**src/hw/rtl/lsc_pkg.sv**
```systemverilog
// Shared types, register indexes and constants of the lock sequence controller.
package lsc_pkg;

   // Configuration register indexes
   localparam int unsigned CsrIndexWidth = 3;
   localparam logic [CsrIndexWidth-1:0] CSR_SWITCH_MASK = 3'd0;
   localparam logic [CsrIndexWidth-1:0] CSR_CODE_OPEN   = 3'd1;
   localparam logic [CsrIndexWidth-1:0] CSR_CODE_HALF   = 3'd2;
   localparam logic [CsrIndexWidth-1:0] CSR_CODE_PULLED = 3'd3;
   localparam logic [CsrIndexWidth-1:0] CSR_CODE_PUSHED = 3'd4;

   // Register reset values
   localparam logic [7:0] RST_SWITCH_MASK = 8'd255;
   localparam logic [7:0] RST_CODE_OPEN   = 8'd0;
   localparam logic [7:0] RST_CODE_HALF   = 8'd1;
   localparam logic [7:0] RST_CODE_PULLED = 8'd2;
   localparam logic [7:0] RST_CODE_PUSHED = 8'd3;

   // Task codes toward the planner
   localparam logic [2:0] TASK_NONE     = 3'd0;
   localparam logic [2:0] TASK_PULL     = 3'd1;
   localparam logic [2:0] TASK_PUSH     = 3'd2;
   localparam logic [2:0] TASK_OPEN     = 3'd4;
   localparam logic [2:0] TASK_RECOVERY = 3'd7;

   // Per-state timeouts in ticks
   localparam logic [9:0] TIMEOUT_NONE  = 10'd0;
   localparam logic [9:0] TIMEOUT_SHORT = 10'd100;
   localparam logic [9:0] TIMEOUT_MID   = 10'd300;
   localparam logic [9:0] TIMEOUT_LONG  = 10'd800;

   // Planner speedup commands
   localparam logic [1:0] SPEEDUP_NONE  = 2'd0;
   localparam logic [1:0] SPEEDUP_PULL  = 2'd1;
   localparam logic [1:0] SPEEDUP_DELAY = 2'd2;

   // Lock position codes as seen on the result
   localparam logic [1:0] POS_OPEN = 2'd0;

   typedef struct packed {
      logic [7:0] switch_byte;
      logic       key_pressed;
   } req_type;

   typedef struct packed {
      logic [1:0] lock_state;
      logic [2:0] task_code;
      logic       plan_write;
      logic       pole_enable;
      logic       fault;
      logic       bridge_off;
      logic       signs_clear;
      logic       hall_reload;
      logic [1:0] planner_speedup;
      logic       door_opened;
   } rsp_type;

   typedef struct packed {
      logic [7:0] switch_mask;
      logic [7:0] code_open;
      logic [7:0] code_half;
      logic [7:0] code_pulled;
      logic [7:0] code_pushed;
   } csr_type;

endpackage

```
**src/hw/rtl/lock_sequence_controller_top.sv**
```systemverilog
// Top level of the lock sequence controller: input register, sequencer, result register.
// A tick accepted on req is held in the input register, then moves into the result register and shows on rsp.
// Throughput: one transaction per cycle while rsp_stall is low; the input register and the result register
// both advance in the same cycle through the single-pass state update.
// Reset (synchronous, active high): sequence back to open with a 100-tick timeout,
// no task, marks clear, registers to their defaults, both stages empty.
module lock_sequence_controller_top (
   input  logic                               clock,
   input  logic                               reset,
   input  logic                               req_valid,
   output logic                               req_stall,
   input  lsc_pkg::req_type                   req_data,
   output logic                               rsp_valid,
   input  logic                               rsp_stall,
   output lsc_pkg::rsp_type                   rsp_data,
   input  logic                               csr_valid,
   output logic                               csr_ready,
   input  logic [lsc_pkg::CsrIndexWidth-1:0]  csr_index,
   input  logic [7:0]                         csr_wdata
);
   import lsc_pkg::*;

   csr_type cfg;
   req_type in_data_ff;
   logic    in_valid_ff, in_valid_in;
   logic    rsp_valid_ff, rsp_valid_in;
   logic    advance, accept;

   lsc_csr u_csr (
      .clock     (clock),
      .reset     (reset),
      .csr_valid (csr_valid),
      .csr_ready (csr_ready),
      .csr_index (csr_index),
      .csr_wdata (csr_wdata),
      .cfg       (cfg)
   );

   // move the held tick into the result register when that register is free
   assign advance      = in_valid_ff && (!rsp_valid_ff || !rsp_stall);
   assign req_stall    = in_valid_ff && !advance;
   assign accept       = req_valid && !req_stall;
   assign in_valid_in  = accept || (in_valid_ff && !advance);
   assign rsp_valid_in = advance || (rsp_valid_ff && rsp_stall);

   always_ff @(posedge clock) begin
      if (reset) begin
         in_valid_ff  <= 1'b0;
         rsp_valid_ff <= 1'b0;
      end else begin
         in_valid_ff  <= in_valid_in;
         rsp_valid_ff <= rsp_valid_in;
         if (accept) begin
            in_data_ff <= req_data;
         end
      end
   end

   lsc_seq u_seq (
      .clock   (clock),
      .reset   (reset),
      .advance (advance),
      .req     (in_data_ff),
      .cfg     (cfg),
      .rsp     (rsp_data)
   );

   assign rsp_valid = rsp_valid_ff;

   a_accept_held: assert property (@(posedge clock) disable iff (reset)
      accept |=> in_valid_ff)
      else $error("accepted tick not held in input register");

   a_advance_shows: assert property (@(posedge clock) disable iff (reset)
      advance |=> rsp_valid)
      else $error("advanced tick did not reach the result register");

   a_fault_no_pole: assert property (@(posedge clock) disable iff (reset)
      rsp_valid |-> !(rsp_data.fault && rsp_data.pole_enable))
      else $error("pole enabled while fault mark set");

   a_recovery_open: assert property (@(posedge clock) disable iff (reset)
      (rsp_valid && rsp_data.task_code == TASK_RECOVERY) |-> rsp_data.lock_state == POS_OPEN)
      else $error("recovery task outside open state");

endmodule

```
**src/hw/rtl/lsc_csr.sv**
```systemverilog
// Configuration register bank of the lock sequence controller.
module lsc_csr (
   input  logic                                clock,
   input  logic                                reset,
   input  logic                                csr_valid,
   output logic                                csr_ready,
   input  logic [lsc_pkg::CsrIndexWidth-1:0]   csr_index,
   input  logic [7:0]                          csr_wdata,
   output lsc_pkg::csr_type                    cfg
);
   import lsc_pkg::*;

   csr_type cfg_ff;

   assign csr_ready = 1'b1;
   assign cfg       = cfg_ff;

   always_ff @(posedge clock) begin
      if (reset) begin
         cfg_ff.switch_mask <= RST_SWITCH_MASK;
         cfg_ff.code_open   <= RST_CODE_OPEN;
         cfg_ff.code_half   <= RST_CODE_HALF;
         cfg_ff.code_pulled <= RST_CODE_PULLED;
         cfg_ff.code_pushed <= RST_CODE_PUSHED;
      end else if (csr_valid && csr_ready) begin
         unique case (csr_index)
            CSR_SWITCH_MASK: cfg_ff.switch_mask <= csr_wdata;
            CSR_CODE_OPEN:   cfg_ff.code_open   <= csr_wdata;
            CSR_CODE_HALF:   cfg_ff.code_half   <= csr_wdata;
            CSR_CODE_PULLED: cfg_ff.code_pulled <= csr_wdata;
            CSR_CODE_PUSHED: cfg_ff.code_pushed <= csr_wdata;
            default: ;
         endcase
      end
   end

endmodule

```
**src/hw/rtl/lsc_seq.sv**
```systemverilog
// Lock sequence state machine with its result register.
module lsc_seq (
   input  logic              clock,
   input  logic              reset,
   input  logic              advance,
   input  lsc_pkg::req_type  req,
   input  lsc_pkg::csr_type  cfg,
   output lsc_pkg::rsp_type  rsp
);
   import lsc_pkg::*;

   typedef enum logic [1:0] {
      ST_OPEN   = 2'd0,
      ST_HALF   = 2'd1,
      ST_PULLED = 2'd2,
      ST_PUSHED = 2'd3
   } state_type;

   state_type  state_ff,   state_in;
   logic [9:0] elapsed_ff, elapsed_in;
   logic [9:0] timeout_ff, timeout_in;
   logic [2:0] task_ff,    task_in;
   logic       pole_ff,    pole_in;
   logic       error_ff,   error_in;
   rsp_type    rsp_ff,     rsp_in;

   logic [7:0] masked;
   logic       running;
   logic       hit_open, hit_half, hit_pulled, hit_pushed;
   logic       p_plan, p_bridge, p_signs, p_hall, p_door;
   logic [1:0] p_speed;

   assign masked     = req.switch_byte & cfg.switch_mask;
   assign running    = elapsed_ff < timeout_ff;
   assign hit_open   = masked == cfg.code_open;
   assign hit_half   = masked == cfg.code_half;
   assign hit_pulled = masked == cfg.code_pulled;
   assign hit_pushed = masked == cfg.code_pushed;

   always_comb begin
      state_in   = state_ff;
      elapsed_in = elapsed_ff;
      timeout_in = timeout_ff;
      task_in    = task_ff;
      pole_in    = pole_ff;
      error_in   = error_ff;
      p_plan     = 1'b0;
      p_bridge   = 1'b0;
      p_signs    = 1'b0;
      p_hall     = 1'b0;
      p_door     = 1'b0;
      p_speed    = SPEEDUP_NONE;

      unique case (state_ff)
         ST_OPEN: begin
            if (task_ff == TASK_RECOVERY) begin
               // recovery pending: ignore switches, count out then drop the task
               if (running) elapsed_in = elapsed_ff + 10'd1;
               else         task_in    = TASK_NONE;
            end else if (hit_open && !error_ff) begin
               elapsed_in = '0;
               timeout_in = TIMEOUT_MID;
               task_in    = TASK_NONE;
               pole_in    = 1'b1;
               error_in   = 1'b0;
            end else if (hit_half && !error_ff) begin
               p_hall     = 1'b1;
               p_bridge   = 1'b1;
               p_signs    = 1'b1;
               p_plan     = 1'b1;
               state_in   = ST_HALF;
               elapsed_in = '0;
               timeout_in = TIMEOUT_MID;
               task_in    = TASK_PULL;
               pole_in    = 1'b0;
               error_in   = 1'b0;
            end else if (hit_pushed && !error_ff) begin
               p_hall     = 1'b1;
               p_bridge   = 1'b1;
               p_signs    = 1'b1;
               state_in   = ST_PUSHED;
               elapsed_in = '0;
               timeout_in = TIMEOUT_MID;
               task_in    = TASK_NONE;
               pole_in    = 1'b0;
               error_in   = 1'b0;
            end else if (running) begin
               elapsed_in = elapsed_ff + 10'd1;
            end else begin
               // error recovery: shut bridges, then wait on the key
               elapsed_in = '0;
               pole_in    = 1'b0;
               p_bridge   = 1'b1;
               p_signs    = 1'b1;
               if (req.key_pressed) begin
                  timeout_in = TIMEOUT_LONG;
                  if (error_ff) begin
                     task_in  = TASK_RECOVERY;
                     p_plan   = 1'b1;
                     error_in = 1'b0;
                  end
               end else begin
                  timeout_in = TIMEOUT_SHORT;
                  error_in   = 1'b1;
               end
            end
         end

         ST_HALF: begin
            if (running) begin
               elapsed_in = elapsed_ff + 10'd1;
               if (hit_pulled) begin
                  p_speed    = SPEEDUP_PULL;
                  p_plan     = 1'b1;
                  state_in   = ST_PULLED;
                  elapsed_in = '0;
                  timeout_in = TIMEOUT_MID;
                  task_in    = TASK_PUSH;
                  pole_in    = 1'b0;
                  error_in   = 1'b0;
               end
            end else begin
               state_in   = ST_OPEN;
               elapsed_in = '0;
               timeout_in = TIMEOUT_SHORT;
               task_in    = TASK_NONE;
               pole_in    = 1'b0;
               error_in   = 1'b1;
            end
         end

         ST_PULLED: begin
            if (running) begin
               elapsed_in = elapsed_ff + 10'd1;
               if (hit_pushed) begin
                  p_signs    = 1'b1;
                  p_speed    = SPEEDUP_DELAY;
                  state_in   = ST_PUSHED;
                  elapsed_in = '0;
                  timeout_in = TIMEOUT_SHORT;
                  task_in    = TASK_NONE;
                  pole_in    = 1'b0;
                  error_in   = 1'b0;
               end
            end else begin
               p_signs    = 1'b1;
               state_in   = ST_OPEN;
               elapsed_in = '0;
               timeout_in = TIMEOUT_SHORT;
               task_in    = TASK_NONE;
               pole_in    = 1'b0;
               error_in   = 1'b1;
            end
         end

         ST_PUSHED: begin
            if (task_ff == TASK_OPEN) begin
               if (running) begin
                  elapsed_in = elapsed_ff + 10'd1;
                  if (hit_open) begin
                     p_door     = 1'b1;
                     state_in   = ST_OPEN;
                     elapsed_in = '0;
                     timeout_in = TIMEOUT_NONE;
                     task_in    = TASK_NONE;
                     pole_in    = 1'b0;
                     error_in   = 1'b0;
                  end
               end else begin
                  p_bridge   = 1'b1;
                  state_in   = ST_OPEN;
                  elapsed_in = '0;
                  timeout_in = TIMEOUT_SHORT;
                  task_in    = TASK_NONE;
                  pole_in    = 1'b0;
                  error_in   = 1'b1;
               end
            end else if (hit_pushed) begin
               // hold pushed and restart the wait; the key requests opening
               if (req.key_pressed) begin
                  p_hall   = 1'b1;
                  p_plan   = 1'b1;
                  p_bridge = 1'b1;
                  p_signs  = 1'b1;
                  task_in  = TASK_OPEN;
                  pole_in  = 1'b0;
                  error_in = 1'b0;
               end
               elapsed_in = '0;
               timeout_in = TIMEOUT_SHORT;
            end else if (running) begin
               elapsed_in = elapsed_ff + 10'd1;
            end else begin
               state_in   = ST_OPEN;
               elapsed_in = '0;
               timeout_in = TIMEOUT_SHORT;
               task_in    = TASK_NONE;
               pole_in    = 1'b0;
               error_in   = 1'b1;
            end
         end

         default: ;
      endcase

      rsp_in.lock_state      = state_in;
      rsp_in.task_code       = task_in;
      rsp_in.plan_write      = p_plan;
      rsp_in.pole_enable     = pole_in;
      rsp_in.fault           = error_in;
      rsp_in.bridge_off      = p_bridge;
      rsp_in.signs_clear     = p_signs;
      rsp_in.hall_reload     = p_hall;
      rsp_in.planner_speedup = p_speed;
      rsp_in.door_opened     = p_door;
   end

   always_ff @(posedge clock) begin
      if (reset) begin
         state_ff   <= ST_OPEN;
         elapsed_ff <= '0;
         timeout_ff <= TIMEOUT_SHORT;
         task_ff    <= TASK_NONE;
         pole_ff    <= 1'b0;
         error_ff   <= 1'b0;
      end else if (advance) begin
         state_ff   <= state_in;
         elapsed_ff <= elapsed_in;
         timeout_ff <= timeout_in;
         task_ff    <= task_in;
         pole_ff    <= pole_in;
         error_ff   <= error_in;
         rsp_ff     <= rsp_in;
      end
   end

   assign rsp = rsp_ff;

endmodule

```
**config.mk**
```make
export PLATFORM = sky130hd
export DESIGN_NAME = lock_sequence_controller_top
export DESIGN_NICKNAME = d
export VERILOG_FILES = /design/src/hw/rtl/lsc_pkg.sv /design/src/hw/rtl/lock_sequence_controller_top.sv /design/src/hw/rtl/lsc_csr.sv /design/src/hw/rtl/lsc_seq.sv
export SDC_FILE = /design/constraint.sdc
export NUM_CORES = 1
export LEC_CHECK = 0
export BUFFER_PORTS_ARGS = -buffer_cell sky130_fd_sc_hd__clkbuf_2
export CORE_ASPECT_RATIO = 0.75
export CORE_UTILIZATION = 55
export DETAILED_ROUTE_END_ITERATION = 8
export PLACE_DENSITY = 0.75
export SLEW_MARGIN = 20
export SYNTH_ARGS = -nofsm -noshare
export SYNTH_HDL_FRONTEND = slang
export SYNTH_SLANG_ARGS = --single-unit
export TNS_END_PERCENT = 50
```
**constraint.sdc**
```tcl
create_clock -name clock -period 5.36 [get_ports clock]
set_clock_uncertainty 0.2 [all_clocks]
set_input_delay 0.268 -clock clock [delete_from_list [all_inputs] [get_ports clock]]
set_output_delay 0.268 -clock clock [all_outputs]
set_load 0.01 [all_outputs]
```
==> flow_summary.toml, run 1 <==
[power_and_ir_drop]
intPower_mw = 0.9778
power.density_nw_per_um2 = 252.2
ir_drop_uv = 156.1
p_clk_frac = 0.356
swShare = 0.2624
seqPwrFrac = 0.542
pwr-share-comb = 0.102
p_leak_nw = 2.143
switching_power_mw = 0.3478

[timing]
whs_ns = 0.2634
slew_violations = 0
rsz0062_at_grt = "false"
max_slew.worst_pin.slew_ns = 0.9761
slew_headroom = 0.3462
setup_viol = 0
timing.fmax_mhz = 309.1
setup-tns-final_ns = 0
finalHoldViolations = 0
finalCriticalPeriod_ns = 3.235
timing.final.crit_share = 0.6036

[placement]
gp_congestion = 0.9349
hpwl_mm = 8.228
dp_cells = 674
portBuffers = 40

[clock_tree]
numCtsBuffers = 9
cts_sinks = 88
cts_resized = 0
tritoncts = "done"
htreeDepth = 3
clk_pin_slew_worst_paths_ns = 0.09
clock_latency_ns = 0.37
clock_path_buffers = 2
cts_setup_buffers = 0
hold_buffers = 19
cts_root_buf = "clkbuf_8"

[cells_and_area]
antennaDiodeCount = 0
syn_to_final_growth_pct = 13.79
drive_above_1_share = 0.1209
stdcell_count = 709
mostFrequentLayoutCells = "nand2_1, dfxtp_1, a21oi_1, clkbuf_2"
finalNetCount = 635
final_util = 0.6552
final_common_cell = "nand2_1"
n_fill_cell = 706

[critical_path]
cp.arrival_ns = 3.26
crit_chain = "inv_1, ha_1, a2111o_1, a21o_1, a31oi_1, nand2_1, o22ai_2, nor3_1"
required_ns = 5.38
cp-start-kind = "flop"
critPathCaptureType = "flop"
path_delay_family = "compound AO/OA/AOI/OAI gates"
crit_slowest_cell = "a31oi_1"
path_buf_inv = 1
critical_path.max_stage_delay_ns = 0.83
path_class = "reg2reg"
worstPathMaxFanout = 19

[floorplan]
die_w_um = 107.8
rows = 28
core_sq_um = 8023
start_util = 0.5758
dieArea_sq_um = 8773
num_io_pins = 42
fp.dieH_um = 81.37

[synthesis]
synth_fp_nets = 589
ys_seq_elements = 88
yosys_warnings = 0
synth_cells = 553
synthFlopType = "dfxtp_1"
synth_edf_count = 23
postSynthAreaPerCell_sq_um = 8.353
syn_area_sq_um = 4619
async_flop_share = 0
synth_seq_area_share = 0.4312
synthDistinctLibCells = 67

[global_route]
met2_usage = 0.4250
grt_pass1_wl_mm = 19.22
grt_max_degree = 57
globalRouteMet1Util = 0.4261
antenna_found_initial = 0
grt_overflow_total = 0
grtUsageTotal = 0.2906
use_met3 = 0.06180
grt_busiest_layer = "met1"
grt_pass1_vias = 3837

[drt]
antenna_left = 0
drtPass1Iterations = 5
via_per_inst = 6.113
wl_per_cell_um = 16.89
drtIter0Drc = 371
routed-via-count = 4334
drt_wl_total_mm = 11.98
drc = 0

[flow_run]
maxCapViolCount = 0

[status]
status = "finished clean"

[hold_path]
hold_path_class = "reg2reg"
## cell type report
class                           instances  area, sq um  area share
Tap cell                              105        131.4     0.02499
Inverter                               18        67.56     0.01285
Multi-Input combinational cell        421         2451      0.4663
Clock buffer                           11        173.9     0.03309
Sequential cell                        88         1992      0.3790
Timing Repair Buffer                   61        405.4     0.07712
Clock inverter                          5        35.03    0.006665
## cell usage after synthesis, types with 5 or more instances
cell type / count / area share
a21oi_1: 63 / 0.068
a31oi_1: 7 / 0.0095
and2_1: 5 / 0.0068
and3_1: 32 / 0.043
clkbuf_1: 18 / 0.015
dfxtp_1: 65 / 0.28
edfxtp_1: 23 / 0.15
ha_1: 11 / 0.030
inv_1: 17 / 0.014
mux2i_1: 7 / 0.015
nand2_1: 111 / 0.090
nand3_1: 20 / 0.022
nand4_1: 9 / 0.012
nor2_1: 32 / 0.026
nor3_1: 13 / 0.014
o211ai_1: 5 / 0.0081
o21a_1: 5 / 0.0081
o21ai_0: 7 / 0.0076
o22ai_1: 16 / 0.022
xor2_1: 15 / 0.028
## per-layer routing
| metal | vias up | routed length (um) |
|---|---|---|
| met4 | 0 | 201 |
| met3 | 24 | 1248 |
| met2 | 210 | 5037 |
| met1 | 2016 | 5489 |
| met5 | - | 0 |
| li1 | 2084 | - |
## worst register-to-register path, delay by kind of cell, from the launching register on
family	cells	cell delay, ns
compound gates	4	1.98
fa+ha+maj	1	0.27
buf+inv	1	0.04
flops	1	0.33
simple gates	2	0.27
## worst paths after layout
path	from	to	slack, ns	cells past startpoint
worst max-delay path	u_seq.timeout_ff[3]	u_seq.elapsed_ff[6]	2.12	8
worst min-delay path	u_seq.timeout_ff[8]	u_seq.timeout_ff[8]	0.26	2
worst max register to register	u_seq.timeout_ff[3]	u_seq.elapsed_ff[6]	2.12	8
worst min register to register	u_seq.timeout_ff[8]	u_seq.timeout_ff[8]	0.26	2
## per-stage QoR
step	setup WS, ns	cell area (sq um)	power (mW)
6_report	2.125	5256	1.326
5_1_grt	1.887	5256	1.371
4_1_cts	2.141	5256	1.331
3_5_place_dp	2.162	4857	0.8549
3_3_place_gp	2.279	4857	0.8522
2_1_floorplan	2.760	4619	0.8109
## registers in the layout, summed over array words and instances (netlist names)
| name | cells |
|---|---|
| u_seq.state_ff | 2 |
| in_data_ff | 9 |
| u_seq.timeout_ff | 6 |
| u_seq.elapsed_ff | 10 |
| u_csr.cfg | 40 |
| u_seq.rsp | 14 |
| rsp_valid | 1 |
| u_seq.pole_ff | 1 |
| u_seq.error_ff | 1 |
| in_valid_ff | 1 |
| u_seq.task_ff | 3 |
## power by group through the flow
stage	clock network, mW	registers [mW]	logic (mW)
3_3_place_gp	0	0.732	0.120
3_5_place_dp	0	0.734	0.121
6_report	0.472	0.719	0.135
2_1_floorplan	0	0.728	0.0824
4_1_cts	0.480	0.718	0.133
5_1_grt	0.501	0.722	0.148
## kinds of logic (layout without fill, tap and decap cells)
logic type / count (synthesis) / in the layout / share of synthesized area
AND/OR/NAND/NOR: 244 / 244 / 0.2516
XOR/XNOR: 16 / 16 / 0.03034
buffers and inverters: 44 / 95 / 0.03927
multiplexers: 8 / 8 / 0.01842
flip-flops: 88 / 88 / 0.4312
AO/OA/AOI/OAI: 141 / 141 / 0.1985
adder cells (fa/ha/maj): 11 / 11 / 0.02979
other: 1 / 1 / 0.0008118
Note: power is estimated with default switching activity, not from simulation.
==> run 2: changes to the inputs <==
--- a/config.mk
+++ b/config.mk
@@ -7,9 +7,9 @@
 export LEC_CHECK = 0
 export BUFFER_PORTS_ARGS = -buffer_cell sky130_fd_sc_hd__clkbuf_2
 export CORE_ASPECT_RATIO = 0.75
-export CORE_UTILIZATION = 55
+export CORE_UTILIZATION = 54
 export DETAILED_ROUTE_END_ITERATION = 8
-export PLACE_DENSITY = 0.75
+export PLACE_DENSITY = 0.76
 export SLEW_MARGIN = 20
 export SYNTH_ARGS = -nofsm -noshare
 export SYNTH_HDL_FRONTEND = slang
==> constraint.sdc (replaced) <==
create_clock -name clock -period 2.85 [get_ports clock]
set_clock_uncertainty 0.2 [all_clocks]
set_input_delay 0.1425 -clock clock [delete_from_list [all_inputs] [get_ports clock]]
set_output_delay 0.1425 -clock clock [all_outputs]
set_load 0.01 [all_outputs]
==> run 2 against run 1 <==
Wire length is 8.8% higher. Count of clock-buffer cells in the layout is 2 higher. The flow now finishes with violations (setup timing). Sequential power is 88% higher. Global-route usage is 1.5 points higher. Power is 110% higher. Register-to-register slack worse by 2.2 ns.
==> flow_summary.toml, run 2 (synthesized netlist as in run 1, its figures left out) <==
[status]
status = "finished, violations left"
violations = "setup timing"

[power_and_ir_drop]
intPower_mw = 2.095
p_leak_nw = 2.311
pwr-share-comb = 0.103
swShare = 0.2461
p_clk_frac = 0.412
power.density_nw_per_um2 = 498.3
power_mw = 2.778
switching_power_mw = 0.6836
ir_drop_uv = 523.3
seqPwrFrac = 0.485

[clock_tree]
numCtsBuffers = 9
tritoncts = "done"
htreeDepth = 3
clk_pin_slew_worst_paths_ns = 0.06
cts_root_buf = "clkbuf_16"
clock_path_buffers = 2
cts_sinks = 88
clock_latency_ns = 0.35

[timing]
whs_ns = 0.1124
slew_violations = 0
timing.final.crit_share = 1.010
setup-tns-final_ns = -0.02888
finalHoldViolations = 0
rsz0062_at_grt = "true"
layout_setup_ws_ns = -0.02824
slew_headroom = 0.5029
timing.fmax_mhz = 347.4
max_slew.worst_pin.slew_ns = 0.7429
setup_viol = 2
finalCriticalPeriod_ns = 2.878

[critical_path]
worstReg2RegEnd = "u_seq.rsp[11]"
cp.arrival_ns = 2.78
critPathCaptureType = "flop"
cp-start-kind = "flop"
worstRegToRegCells = 8
path_class = "reg2reg"
crit_chain = "a21oi_2, o22ai_1, or4_4, a222oi_1, buf_4, o21a_1, a32oi_2, and2_1"
path_delay_family = "compound AO/OA/AOI/OAI gates"
worstPathMaxFanout = 7
path_buf_inv = 1
critical_path.max_stage_delay_ns = 0.57
crit_slowest_cell = "or4_4"
reg2reg_slack_ns = -0.03
crit-reg2reg-launch = "in_data_ff[1]"
required_ns = 2.75

[hold_path]
hold_path_class = "in2reg"
holdCritStartpoint = "reset"
min_to = "u_csr.cfg[27]"
holdPathStages = 2

[drt]
wl_per_cell_um = 17.72
antenna_left = 0
drt_wl_total_mm = 13.03
routed-via-count = 4516
drc = 0
drtIter0Drc = 544
drtPass1Iterations = 6
via_per_inst = 6.144

[floorplan]
rows = 28
start_util = 0.5708
dieArea_sq_um = 8932
die_w_um = 108.8
num_io_pins = 42
core_sq_um = 8093
fp.dieH_um = 82.10

[cells_and_area]
finalNetCount = 661
stdcell_area_sq_um = 5575
largest_register_ffs = 40
mostFrequentLayoutCells = "nand2_1, dfxtp_1, a21oi_1, clkbuf_2"
final_common_cell = "nand2_1"
drive_above_1_share = 0.1698
final_util = 0.6889
syn_to_final_growth_pct = 20.69
antennaDiodeCount = 0

[global_route]
grt_pass1_vias = 4059
antenna_found_initial = 0
grt_pass1_wl_mm = 20.44
grt_max_degree = 37
grtUsageTotal = 0.3051
grt_overflow_total = 0

[placement]
portBuffers = 40
dpl-instance-area_sq_um = 5015
hpwl_mm = 9.216
gp_congestion = 1.018

[flow_run]
maxCapViolCount = 0
[run 2: cell count changes in the layout (fill, tap and decap cells not counted), sizes merged]
cell      change
buf          +26
clkbuf        +2
clkinvlp      -1
inv           -1
[run 2: worst max-delay path by stage]
stage / startpoint / to / slack, ns / cells after the start
after global routing: in_data_ff[3] / u_seq.rsp[11] / -0.09 / 9
after global placement: in_data_ff[3] / u_seq.rsp[7] / 0.13 / 8
final: in_data_ff[1] / u_seq.rsp[11] / -0.03 / 8
after floorplan: in_data_ff[8] / u_seq.timeout_ff[9] / 0.25 / 7
after CTS: in_data_ff[2] / u_seq.rsp[7] / 0.01 / 8
after detailed placement: in_data_ff[1] / u_seq.rsp[7] / 0.03 / 7
[run 2: layout make-up]
type / count / area, sq um
inverters: 18 / 67.56
flip-flops and latches: 88 / 1993
fillers: 653 / 2517
multi-input cells: 421 / 2489
well taps: 105 / 131.4
repair buffers: 87 / 608.1
clock buffers: 13 / 271.5
clock inverters: 3 / 15.01
[run 2: per-stage QoR]
stage / cells / setup slack [ns]
floorplan: 553 / 0.2497
global placement: 695 / 0.1293
detailed placement: 695 / 0.02962
CTS: 732 / 0.01285
global route: 735 / -0.08728
finish: 735 / -0.02824
[run 2: per-layer routing]
layer | track usage | part of all wire | vias up
met5 | 0 | 0 | -
met4 | 0.09865 | 0.014 | 0
met3 | 0.08242 | 0.11 | 18
met2 | 0.4595 | 0.43 | 252
met1 | 0.4244 | 0.45 | 2103
li1 | - | - | 2143
[run 2: power by group through the flow]
stage	registers (mW)	logic, mW	clock network, mW
6_report	1.35	0.285	1.14
4_1_cts	1.35	0.274	1.16
3_3_place_gp	1.37	0.246	0
3_5_place_dp	1.37	0.252	0
2_1_floorplan	1.37	0.155	0
5_1_grt	1.35	0.310	1.20
[run 2: repair_timing]
action | 4_1_cts | 5_1_grt
hold buffers | 19 | 0
gates resized for setup | 0 | 12
pin swaps | 2 | 8
hold endpoints to repair | 51 | 0
setup buffers | 2 | 3
setup endpoints to repair | 1 | 20
==> run 3: changes to the inputs <==
--- a/config.mk
+++ b/config.mk
@@ -5,9 +5,11 @@
 export SDC_FILE = /design/constraint.sdc
 export NUM_CORES = 1
 export LEC_CHECK = 0
+export ABC_CLOCK_PERIOD_IN_PS = 2850
 export BUFFER_PORTS_ARGS = -buffer_cell sky130_fd_sc_hd__clkbuf_2
 export CORE_ASPECT_RATIO = 0.75
 export CORE_UTILIZATION = 54
+export CTS_BUF_LIST = sky130_fd_sc_hd__clkbuf_8 sky130_fd_sc_hd__clkbuf_16
 export DETAILED_ROUTE_END_ITERATION = 8
 export PLACE_DENSITY = 0.76
 export SLEW_MARGIN = 20
==> run 3 against run 2 <==
The run still ends with setup timing left. Wire length grew 0.39%. First-iteration DRC count shrank 10%. Cell area unchanged. Register-to-register slack about the same. Clock power about the same. Combinational power is essentially flat. Critical path depth unchanged. Sequential share of layout area is the same.
==> flow_summary.toml, run 3 (synthesized netlist as in run 1, its figures left out) <==
[status]
status = "finished, violations left"
violations = "setup timing"

[clock_tree]
tritoncts = "done"
cts_root_buf = "clkbuf_16"
clock_latency_ns = 0.35
clock_path_buffers = 2
htreeDepth = 3
numCtsBuffers = 9
clk_pin_slew_worst_paths_ns = 0.07
cts_sinks = 88

[critical_path]
critPathCaptureType = "flop"
cp.arrival_ns = 2.77
required_ns = 2.75
cp-start-kind = "flop"
worstPathMaxFanout = 7
path_class = "reg2reg"

[drt]
routed-via-count = 4473
drt_wl_total_mm = 13.08
antenna_left = 0
drc = 0
via_per_inst = 6.086
drtPass1Iterations = 5
drtIter0Drc = 489
wl_per_cell_um = 17.79

[cells_and_area]
antennaDiodeCount = 0
syn_to_final_growth_pct = 20.69
finalNetCount = 661
largest_register_ffs = 40
final_util = 0.6889
drive_above_1_share = 0.1698
mostFrequentLayoutCells = "nand2_1, dfxtp_1, a21oi_1, clkbuf_2"
final_common_cell = "nand2_1"
stdcell_area_sq_um = 5575

[placement]
hpwl_mm = 9.216
gp_congestion = 1.018
portBuffers = 40
dpl-instance-area_sq_um = 5015

[power_and_ir_drop]
ir_drop_uv = 523.2
power.density_nw_per_um2 = 497.0
switching_power_mw = 0.6835
p_leak_nw = 2.320
p_clk_frac = 0.410
intPower_mw = 2.087
seqPwrFrac = 0.487
swShare = 0.2467
pwr-share-comb = 0.103

[floorplan]
core_sq_um = 8093
die_w_um = 108.8
num_io_pins = 42
dieArea_sq_um = 8932
rows = 28
fp.dieH_um = 82.10
start_util = 0.5708

[timing]
layout_setup_ws_ns = -0.02032
finalHoldViolations = 0
timing.final.crit_share = 1.007
finalCriticalPeriod_ns = 2.870
rsz0062_at_grt = "true"
timing.fmax_mhz = 348.4
slew_violations = 0
max_slew.worst_pin.slew_ns = 0.7642
setup_viol = 1
setup-tns-final_ns = -0.02032
slew_headroom = 0.4887

[global_route]
grt_max_degree = 37
grt_overflow_total = 0
grtUsageTotal = 0.3051
grt_pass1_vias = 4059
antenna_found_initial = 0
grt_pass1_wl_mm = 20.44

[flow_run]
maxCapViolCount = 0

[hold_path]
hold_path_class = "in2reg"
[run 3: path summary, 6_finish.rpt]
| path | start | end | slack [ns] | cells after the start |
|---|---|---|---|---|
| min reg2reg | u_csr.cfg[23] | u_csr.cfg[23] | 0.27 | 2 |
| min | reset | u_csr.cfg[30] | 0.13 | 2 |
| max | in_data_ff[1] | u_seq.rsp[11] | -0.02 | 8 |
| max reg2reg | in_data_ff[1] | u_seq.rsp[11] | -0.02 | 8 |
[run 3: power groups by stage]
stage	clock, mW	sequential (mW)	combinational [mW]
2_1_floorplan	0	1.37	0.155
3_3_place_gp	0	1.37	0.246
3_5_place_dp	0	1.37	0.252
4_1_cts	1.15	1.35	0.274
5_1_grt	1.20	1.35	0.310
6_report	1.14	1.35	0.286
[run 3: worst max-delay path: stages, from the launching register on]
cell      delay [ns]
edfxtp_1        0.48
a21oi_2         0.18
o22ai_1         0.14
or4_4           0.57
a222oi_1        0.46
buf_4           0.18
o21a_1          0.15
a32oi_2         0.11
and2_1          0.15
[run 3: routing by layer]
metal | vias up | track usage | part of all wire | wire (um)
met5 | - | 0 | 0 | 0
met4 | 0 | 0.09865 | 0.014 | 189
met3 | 17 | 0.08242 | 0.10 | 1328
met2 | 219 | 0.4595 | 0.43 | 5627
met1 | 2103 | 0.4244 | 0.45 | 5930
li1 | 2134 | - | - | -
[run 3: through the flow]
| stage | setup WS (ns) | hold WS (ns) | cells | power, mW |
|---|---|---|---|---|
| 4_1_cts | 0.01227 | 0.1029 | 732 | 2.772 |
| 6_report | -0.02032 | 0.1283 | 735 | 2.771 |
| 3_3_place_gp | 0.1293 | 0.1219 | 695 | 1.618 |
| 3_5_place_dp | 0.02962 | 0.1211 | 695 | 1.625 |
| 2_1_floorplan | 0.2497 | 0.04137 | 553 | 1.525 |
| 5_1_grt | -0.08728 | 0.1440 | 735 | 2.860 |
[run 3: area by class of cell]
class / count / area [sq um]
fill: 653 / 2517
multi-input combinational: 421 / 2489
sequential: 88 / 1993
timing repair buffer: 87 / 608.1
clock buffer: 11 / 264.0
tap: 105 / 131.4
inverter: 18 / 67.56
clock inverter: 5 / 22.52
[run 3: repair_timing]
action | in CTS | in global routing
hold buffers | 19 | 0
pin swaps | 2 | 8
cloned | 0 | 0
hold endpoints to repair | 51 | 0
setup endpoints to repair | 1 | 20
resized for setup | 0 | 12
setup buffers | 2 | 3
